===== config.mk =====
export PLATFORM = sky130hd
export DESIGN_NAME = variable_width_bit_packer
export DESIGN_NICKNAME = d
export VERILOG_FILES = /design/src/rtl/core/vwbp_pkg.sv /design/src/rtl/core/vwbp_out_slot.sv /design/src/rtl/core/variable_width_bit_packer.sv
export SDC_FILE = /design/constraint.sdc
export NUM_CORES = 1
export LEC_CHECK = 0
export ABC_AREA = 1
export BUFFER_PORTS_ARGS = -buffer_cell sky130_fd_sc_hd__buf_2
export CORE_MARGIN = 2
export CORE_UTILIZATION = 45
export DETAILED_ROUTE_END_ITERATION = 8
export PLACE_DENSITY_LB_ADDON = 0.2
export SYNTH_ARGS = -nofsm -noshare
export SYNTH_HDL_FRONTEND = slang
export SYNTH_HIERARCHICAL = 1
export SYNTH_SLANG_ARGS = --single-unit
export TNS_END_PERCENT = 10

===== constraint.sdc =====
create_clock -name clk -period 4.25 [get_ports clk]
set_input_delay 0.6375 -clock clk [delete_from_list [all_inputs] [get_ports clk]]
set_output_delay 0.6375 -clock clk [all_outputs]
set_load 0.005 [all_outputs]

===== src/rtl/core/vwbp_pkg.sv =====
// Shared types and constants for the variable-width bit packer.
`default_nettype none

package vwbp_pkg;

  localparam int BYTE_BITS  = 8;
  localparam int CODE_W     = 32;
  localparam int COUNT_W    = 6;
  localparam int TOTAL_W    = 32;
  localparam int PEND_CNT_W = 3;

  typedef enum logic {
    CMD_APPEND = 1'b0,
    CMD_FLUSH  = 1'b1
  } cmd_t;

  typedef enum logic [1:0] {
    ST_IDLE,
    ST_SHIFT,
    ST_FLUSH
  } state_t;

  typedef struct packed {
    logic [TOTAL_W-1:0]   bytes_written;
    logic                 last_of_run;
    logic [BYTE_BITS-1:0] out_byte;
  } out_item_t;

endpackage

`default_nettype wire


===== src/rtl/core/vwbp_out_slot.sv =====
// Single-entry output register for packed bytes on the master-side stream.
`default_nettype none

module vwbp_out_slot (
  input  logic                  clk,
  input  logic                  rst,
  input  logic                  load,
  input  vwbp_pkg::out_item_t   item,
  output logic                  free,
  output logic                  m_axis_tvalid,
  input  logic                  m_axis_tready,
  output vwbp_pkg::out_item_t   slot
);
  import vwbp_pkg::*;

  logic full;

  // slot can take a new item when empty or when the held one leaves this cycle
  assign free          = !full || m_axis_tready;
  assign m_axis_tvalid = full;

  always_ff @(posedge clk) begin
    if (rst) begin
      full <= 1'b0;
    end else if (load) begin
      full <= 1'b1;
    end else if (m_axis_tready) begin
      full <= 1'b0;
    end
  end

  always_ff @(posedge clk) begin
    if (load) begin
      slot <= item;
    end
  end

endmodule

`default_nettype wire


===== src/rtl/core/variable_width_bit_packer.sv =====
// Bit-serial packer: one appended bit per cycle while the output register can take a filled byte; bytes fill MSB first.
// Append of n bits: accepted in idle, then one code bit shifted in per ST_SHIFT step (n saturated to MAX_CODE_BITS).
// Flush: accepted in idle, then ST_FLUSH writes the pending byte; with nothing pending, no flush step.
// A filled byte is loaded into the output register as its last bit is shifted in, and is valid in the next cycle.
// A new item is taken only in idle, once the last one is done; stalls while the output register cannot take a byte.
// Reset (rst, synchronous): clears pending bits, bit count, byte total and output valid.
`default_nettype none

module variable_width_bit_packer #(
  parameter int MAX_CODE_BITS = 32
) (
  input  logic        clk,
  input  logic        rst,
  input  logic        s_axis_tvalid,
  output logic        s_axis_tready,
  input  logic [39:0] s_axis_tdata,  // [5:0] bit_count, [37:6] code_value, [39:38] zero
  input  logic        s_axis_tuser,  // [0] command
  output logic        m_axis_tvalid,
  input  logic        m_axis_tready,
  output logic [39:0] m_axis_tdata,  // [7:0] out_byte, [39:8] bytes_written
  output logic        m_axis_tlast
);
  import vwbp_pkg::*;

  localparam logic [COUNT_W-1:0] MaxCount = COUNT_W'(MAX_CODE_BITS);

  state_t                state, state_next;
  logic [BYTE_BITS-1:0]  pend_bits, pend_bits_next;
  logic [PEND_CNT_W-1:0] pend_cnt, pend_cnt_next;
  logic [TOTAL_W-1:0]    byte_total, byte_total_next;
  logic [CODE_W-1:0]     code_sr, code_sr_next;
  logic [COUNT_W-1:0]    bits_left, bits_left_next;

  logic                  in_accept;
  logic [COUNT_W-1:0]    in_count;
  logic [COUNT_W-1:0]    sat_count;
  logic [CODE_W-1:0]     in_value;
  cmd_t                  in_cmd;
  logic [BYTE_BITS-1:0]  ins_bits;
  logic                  slot_free;
  logic                  slot_load;
  out_item_t             slot_item;
  out_item_t             slot_q;

  assign in_count  = s_axis_tdata[COUNT_W-1:0];
  assign in_value  = s_axis_tdata[COUNT_W+CODE_W-1:COUNT_W];
  assign in_cmd    = cmd_t'(s_axis_tuser);
  assign sat_count = (in_count > MaxCount) ? MaxCount : in_count;

  assign s_axis_tready = (state == ST_IDLE);
  assign in_accept     = s_axis_tvalid && s_axis_tready;

  // place the next code bit at the highest free position
  assign ins_bits = pend_bits |
                    (BYTE_BITS'(code_sr[0]) << (3'(BYTE_BITS - 1) - pend_cnt));

  always_ff @(posedge clk) begin
    if (rst) begin
      state      <= ST_IDLE;
      pend_bits  <= '0;
      pend_cnt   <= '0;
      byte_total <= '0;
      bits_left  <= '0;
    end else begin
      state      <= state_next;
      pend_bits  <= pend_bits_next;
      pend_cnt   <= pend_cnt_next;
      byte_total <= byte_total_next;
      bits_left  <= bits_left_next;
    end
  end

  always_ff @(posedge clk) begin
    code_sr <= code_sr_next;
  end

  always_comb begin
    state_next      = state;
    pend_bits_next  = pend_bits;
    pend_cnt_next   = pend_cnt;
    byte_total_next = byte_total;
    code_sr_next    = code_sr;
    bits_left_next  = bits_left;
    slot_load       = 1'b0;
    slot_item       = '{bytes_written: byte_total + 1'b1, last_of_run: 1'b1,
                        out_byte: pend_bits};

    unique case (state)
      ST_IDLE: begin
        if (in_accept) begin
          if (in_cmd == CMD_FLUSH) begin
            if (pend_cnt != '0) begin
              state_next = ST_FLUSH;
            end
          end else begin
            code_sr_next   = in_value;
            bits_left_next = sat_count;
            if (sat_count != '0) begin
              state_next = ST_SHIFT;
            end
          end
        end
      end

      ST_SHIFT: begin
        // hold when this bit fills a byte and the output register is busy
        if (pend_cnt != 3'(BYTE_BITS - 1) || slot_free) begin
          code_sr_next   = code_sr >> 1;
          bits_left_next = bits_left - 1'b1;
          if (pend_cnt == 3'(BYTE_BITS - 1)) begin
            slot_load             = 1'b1;
            slot_item.out_byte    = ins_bits;
            slot_item.last_of_run = (bits_left <= COUNT_W'(BYTE_BITS));
            byte_total_next       = byte_total + 1'b1;
            pend_bits_next        = '0;
            pend_cnt_next         = '0;
          end else begin
            pend_bits_next = ins_bits;
            pend_cnt_next  = pend_cnt + 1'b1;
          end
          if (bits_left == COUNT_W'(1)) begin
            state_next = ST_IDLE;
          end
        end
      end

      ST_FLUSH: begin
        if (slot_free) begin
          slot_load       = 1'b1;
          byte_total_next = byte_total + 1'b1;
          pend_bits_next  = '0;
          pend_cnt_next   = '0;
          state_next      = ST_IDLE;
        end
      end

      default: begin
        state_next = ST_IDLE;
      end
    endcase
  end

  vwbp_out_slot u_out_slot (
    .clk           (clk),
    .rst           (rst),
    .load          (slot_load),
    .item          (slot_item),
    .free          (slot_free),
    .m_axis_tvalid (m_axis_tvalid),
    .m_axis_tready (m_axis_tready),
    .slot          (slot_q)
  );

  assign m_axis_tdata = {slot_q.bytes_written, slot_q.out_byte};
  assign m_axis_tlast = slot_q.last_of_run;

endmodule

`default_nettype wire

==> results of run 1 <==
==> worst min-delay path, stage by stage (launching register included) <==
cell and delay (ns):
dfxtp_1 0.29, inv_1 0.06, a21oi_1 0.06
==> flip-flops by register name (all words and copies together), names as in the netlist <==
register                  count
bits_left                     6
byte_total                   32
code_sr                      32
pend_bits                     8
pend_cnt                      3
state                         2
u_out_slot/m_axis_tvalid      1
u_out_slot/slot              41
==> kinds of logic after synthesis <==
logic type | Yosys count
flops | 125
compound gates | 87
fa+ha+maj | 10
simple gates | 401
buf+inv | 123
xor+xnor | 11
==> synthesized netlist by cell type, types with 3 or more instances <==
master | n | area [µm²]
edfxtp_1 | 73 | 2190
inv_2 | 4 | 15.0
nand3_1 | 41 | 205
clkinv_1 | 3 | 11.3
nor2_4 | 4 | 45.0
buf_1 | 4 | 15.0
nand2_2 | 10 | 62.6
ha_1 | 10 | 125
xor2_1 | 6 | 52.6
nor2_2 | 7 | 43.8
buf_2 | 4 | 20.0
o21ai_1 | 3 | 15.0
o21ai_0 | 43 | 215
nand4_1 | 3 | 18.8
clkbuf_1 | 6 | 22.5
xnor2_1 | 3 | 26.3
a21oi_1 | 25 | 125
dfxtp_1 | 52 | 1040
o21bai_1 | 11 | 82.6
nor2_1 | 66 | 248
nand2_1 | 264 | 991
inv_1 | 99 | 372
==> power by group <==
part | internal (mW) | switching (mW)
Clock | 1.20 | 0.517
Combinational | 0.386 | 0.779
Sequential | 1.68 | 0.204
Total | 3.27 | 1.50
==> worst paths after layout <==
check / slack, ns / from / to / cells after the start
worst max-delay path: 1.32 / state[1] / bits_left[2] / 9
worst min-delay path: 0.46 / pend_bits[5] / pend_bits[5] / 2
worst max register to register: 1.32 / state[1] / bits_left[2] / 9
worst min register to register: 0.46 / pend_bits[5] / pend_bits[5] / 2
==> layout make-up <==
cell class                 count  area [µm²]  area share (%)
sequential                   125        3230            43.8
multi-input combinational    509        2380            32.3
clock buffer                  20         467            6.33
timing repair buffer          87         440            5.97
inverter                     106         398            5.39
clock inverter                12         238            3.22
tap                          176         220            2.99
==> layer usage <==
layer / vias up / GRT usage (%)
li1: 2582 / -
met1: 2261 / 24.0
met2: 121 / 30.5
met3: 12 / 5.52
met4: 0 / 7.56
met5: - / 0
==> flow_metrics.tcl, run 1 <==
set metrics [dict create \
    worst-path-max-fanout 41 \
    fmax_mhz 341 \
    die_width_um 120 \
    wl_met3_um 747 \
    path_common_cell "inv_2" \
    ctsHoldBuffers 0 \
    worst_pin_slew_ns 1.22 \
    final_cell_mix "264 x nand2_1, 99 x inv_1, 85 x buf_2" \
    ios 88 \
    rsz0062_at_grt "false" \
    max-cap-violations 0 \
    fin_util_pct 55.7 \
    slew_violations 0 \
    ctsLongestPathBuffers 2 \
    dieHeight_um 120 \
    clk_pin_slew_worst_paths_ns 0.05 \
    min_period_ns 2.93 \
    clock_latency_ns 0.42 \
    yosys_register_bits 125 \
    post-place-ws_ns 1.39 \
    initial_utilization_pct 46.0 \
    core_region_area_um2 13200 \
    drtAntennaViolNets 0 \
    grt_overflow 0 \
    path_class "reg -> reg" \
    synth_top_family_by_area "simple AND/OR/NAND/NOR gates" \
    fin_nets 901 \
    netlist_area_um2 6090 \
    slowest_stage "inv_2" \
    dieArea_um2 14500 \
    cts_resized 0 \
    synth_ff_type "edfxtp_1" \
    critical_path_required_ns 4.58 \
    routed_wl_mm 13.1 \
    synth_compound_area_share_pct 7.83 \
    synth-xor-area-share_pct 1.83 \
    setup_viol_count_final 0 \
    synthMuxAreaShare_pct 0 \
    wl_met1_mm 6.10 \
    diodes 0 \
    highest_layer "met4" \
    critPathMaxStageDelay_ns 0.65 \
    postPlaceCellArea_um2 6670 \
    cts_root_buffer "clkbuf_16" \
    drc_errors 0 \
    outcome "completed" \
    synth-warning-count 6 \
    final_common_cell "nand2_1" \
    grt_pass1_wl_mm 21.5 \
    critPathBufInv 4 \
    setup_slack_ns 1.32 \
    crit_path_cell_trace "inv_1 -> ha_1 -> buf_4 -> inv_2 -> o21ai_1 -> nand3_1 -> inv_2 -> o21ai_0 -> a21oi_1" \
    drtIter0Drc 305 \
    post-route-period-util_pct 69.0 \
    vias_per_cell 4.81 \
    postCtsSetupBuffers 0 \
    syn2layout_area_growth_pct 21.1 \
    grt_pass1_vias 4658 \
    antenna_found_initial 0 \
    end_kind "flop" \
    cts_tree "built" \
    port_buffers 85 \
    syn_avg_cell_area_um2 8.05 \
    cp.arrival_ns 3.26 \
    grtUsageTotal_pct 18.9 \
    dp.cells 1003 \
    num_rows 42 \
    report.final.hold_viol_count 0 \
    finalHoldWorstSlack_ns 0.456 \
    finalPower_mw 4.77 \
    fin_skew_ns 0.00837 \
    startpoint_type "flop" \
    hpwl_mm 8.96 \
    layout-drive-gt1-share_pct 17.6 \
    synth_edf_count 73 \
    power_density_nw_per_um2 646 \
    cts_htree_levels 4 \
    setup_tns_ns 0 \
    fill_cells 1264 \
    grt_max_degree 43 \
    ys_types 33 \
    max-vdd-ir-drop_v 0.000292 \
    met2WireLength_mm 6.06 \
    relSlewSlack_pct 18.6 \
    numCtsBuffers 17 \
    p_leak_nw 3.35 \
    cp_top_family "buffers and inverters" \
    final_area_um2 7380 \
    synthSimpleGateAreaFrac_pct 27.2 \
    first_pass_iters 6 \
    wl_per_cell_um 12.6 \
    vias 4976 \
    stdcell_count 1035 \
    async_reset_ff_share_pct 0 \
    syn_nets 812 \
    syn_inst 757 \
    synth_fa_ha_area_share_pct 2.05 \
    seq_area_frac_synth_pct 53.1 \
    hold_class "reg -> reg" \
    cts_sinks 125 \
    gp_congestion 0.887 \
]
No activity file was read; power rests on OpenSTA's default activity.
==> inputs of run 2 (changes only) <==
- clock period: 4.25 -> 2.4 ns (I/O delays scaled with it)
==> run 2 against run 1 <==
Net effect: register-to-register slack worse by 1.1 ns; clock skew down 0.0011 ns; wire length down 1.1%; fmax up 33%; clock power up 70%; hold slack worse by 0.27 ns; global-route usage up 0.61 points.
==> flow_metrics.tcl, run 2 (synthesized netlist as in run 1, its figures left out) <==
set metrics [dict create \
    clock_latency_ns 0.42 \
    use_met3_pct 6.51 \
    met1_usage_pct 23.7 \
    setup_viol_count_final 0 \
    vias 4976 \
    final_cell_mix "264 x nand2_1, 99 x inv_1, 85 x buf_2" \
    critPathMaxStageDelay_ns 0.36 \
    grt_max_degree 43 \
    max-vdd-ir-drop_v 0.000616 \
    fin_nets 908 \
    gp_congestion 0.906 \
    fill_cells 1255 \
    wl_per_cell_um 12.4 \
    antenna_found_initial 0 \
    use_met2_pct 32.0 \
    grt_overflow 0 \
    reg2reg_slack_ns 0.19 \
    path_class "reg -> reg" \
    min_path_cells 2 \
    layout-drive-gt1-share_pct 18.4 \
    multiInputGateArea_um2 2380 \
    dieHeight_um 120 \
    worst-path-max-fanout 40 \
    postPlaceCellArea_um2 6740 \
    fin_util_pct 56.0 \
    hold_class "in -> reg" \
    power_density_nw_per_um2 1130 \
    ctsHoldBuffers 0 \
    diodes 0 \
    ios 88 \
    slew_violations 0 \
    regArea_um2 3240 \
    drtIter0Drc 291 \
    first_pass_iters 4 \
    end_kind "flop" \
    cts_tree "built" \
    internal_power_mw 5.72 \
    r2r_cells 11 \
    startpoint_type "flop" \
    cts_htree_levels 4 \
    report.final.hold_viol_count 0 \
    min_period_ns 2.21 \
    fin_skew_ns 0.00722 \
    hpwl_mm 9.17 \
    core_region_area_um2 13200 \
    syn2layout_area_growth_pct 21.8 \
    worst_pin_slew_ns 1.19 \
    final_common_cell "nand2_1" \
    fmax_mhz 452 \
    ctsLongestPathBuffers 2 \
    grt_pass1_wl_mm 22.1 \
    port_buffers 85 \
    grtUsageTotal_pct 19.6 \
    combPwrFrac_pct 25.6 \
    relSlewSlack_pct 20.8 \
    die_width_um 120 \
    rr_startpoint "state[1]" \
    num_rows 42 \
    hold_path_end "u_out_slot/m_axis_tvalid" \
    grt-busiest-layer "met2" \
    critical_path_required_ns 2.72 \
    drtAntennaViolNets 0 \
    clk_pin_slew_worst_paths_ns 0.06 \
    reg_top3 "u_out_slot/slot: 41 flops, byte_total: 32 flops, code_sr: 32 flops" \
    largest_reg_flops 41 \
    final_area_um2 7420 \
    slowest_stage "buf_4" \
    drc_errors 0 \
    post-route-period-util_pct 92.1 \
    path_common_cell "inv_1" \
    finalPower_mw 8.38 \
    regMostFlops "u_out_slot/slot" \
    vias_per_cell 4.78 \
    max-cap-violations 0 \
    startpoint "state[1]" \
    crit_path_cell_trace "inv_1 -> ha_1 -> buf_4 -> inv_2 -> nand3_1 -> nand2_1 -> buf_4 -> o21ai_0 -> inv_1 -> nand2_1 -> inv_1" \
    cp.arrival_ns 2.53 \
    outcome "completed" \
    swShare_pct 31.7 \
    cts_sinks 125 \
    rsz0062_at_grt "true" \
    routed_wl_mm 12.9 \
    finalHoldWorstSlack_ns 0.190 \
    hp-start "rst" \
    initial_utilization_pct 46.0 \
    grt_pass1_vias 4858 \
    pwr-share-seq_pct 39.6 \
    p_switching_mw 2.66 \
    numCtsBuffers 17 \
    cts_root_buffer "clkbuf_16" \
    pwr-share-clk_pct 34.8 \
    p_leak_nw 3.36 \
    dieArea_um2 14500 \
    worst_r2r_endpoint "byte_total[28]" \
]
run 2: layout make-up:
cell class | count | share of cell area (%)
Tap cell | 176 | 2.97
Timing Repair Buffer | 94 | 6.82
Sequential cell | 125 | 43.6
Multi-Input combinational cell | 509 | 32.1
Clock inverter | 11 | 2.87
Inverter | 106 | 5.36
Clock buffer | 21 | 6.21
run 2: per-stage QoR:
step	TNS, ns	setup WS, ns	std cells
after floorplan	0	0.404	757
after global placement	0	0.0986	1010
after detailed placement	0	0.0222	1010
after CTS	0	0.00750	1042
after global routing	-0.210	-0.0563	1042
final	0	0.188	1042
run 2: worst max path at each step:
| stage | endpoint | slack (ns) |
|---|---|---|
| 2_1_floorplan | u_out_slot/slot[0] | 0.40 |
| 3_3_place_gp | u_out_slot/slot[39] | 0.1 |
| 3_5_place_dp | u_out_slot/slot[40] | 0.02 |
| 4_1_cts | u_out_slot/slot[39] | 0.008 |
| 5_1_grt | u_out_slot/m_axis_tvalid | -0.06 |
| 6_report | byte_total[28] | 0.19 |
run 2: what timing repair did:
action                     CTS  global route
setup endpoints to repair    0            47
hold endpoints to repair     0             0
resized for setup            0             4
setup buffers                0             0
run 2: critical path, delay by kind of cell, from the launching register on:
family / cells / cell delay [ns]
simple gates: 3 / 0.44
fa+ha+maj: 1 / 0.17
compound gates: 1 / 0.20
buf+inv: 6 / 1.00
flops: 1 / 0.31
run 2: routing by layer:
metal	part of all wire [%]	wire (µm)
met2	47	6030
met5	0	0
met3	5.9	759
met1	46	5880
met4	1.9	245
run 2: power groups by stage:
stage | sequential, mW | combinational, mW | clock [mW]
after floorplan | 3.29 | 1.57 | 0
after global placement | 3.34 | 2.07 | 0
after detailed placement | 3.36 | 2.14 | 0
after CTS | 3.32 | 2.15 | 2.97
after global routing | 3.39 | 2.51 | 3.06
final | 3.32 | 2.14 | 2.92
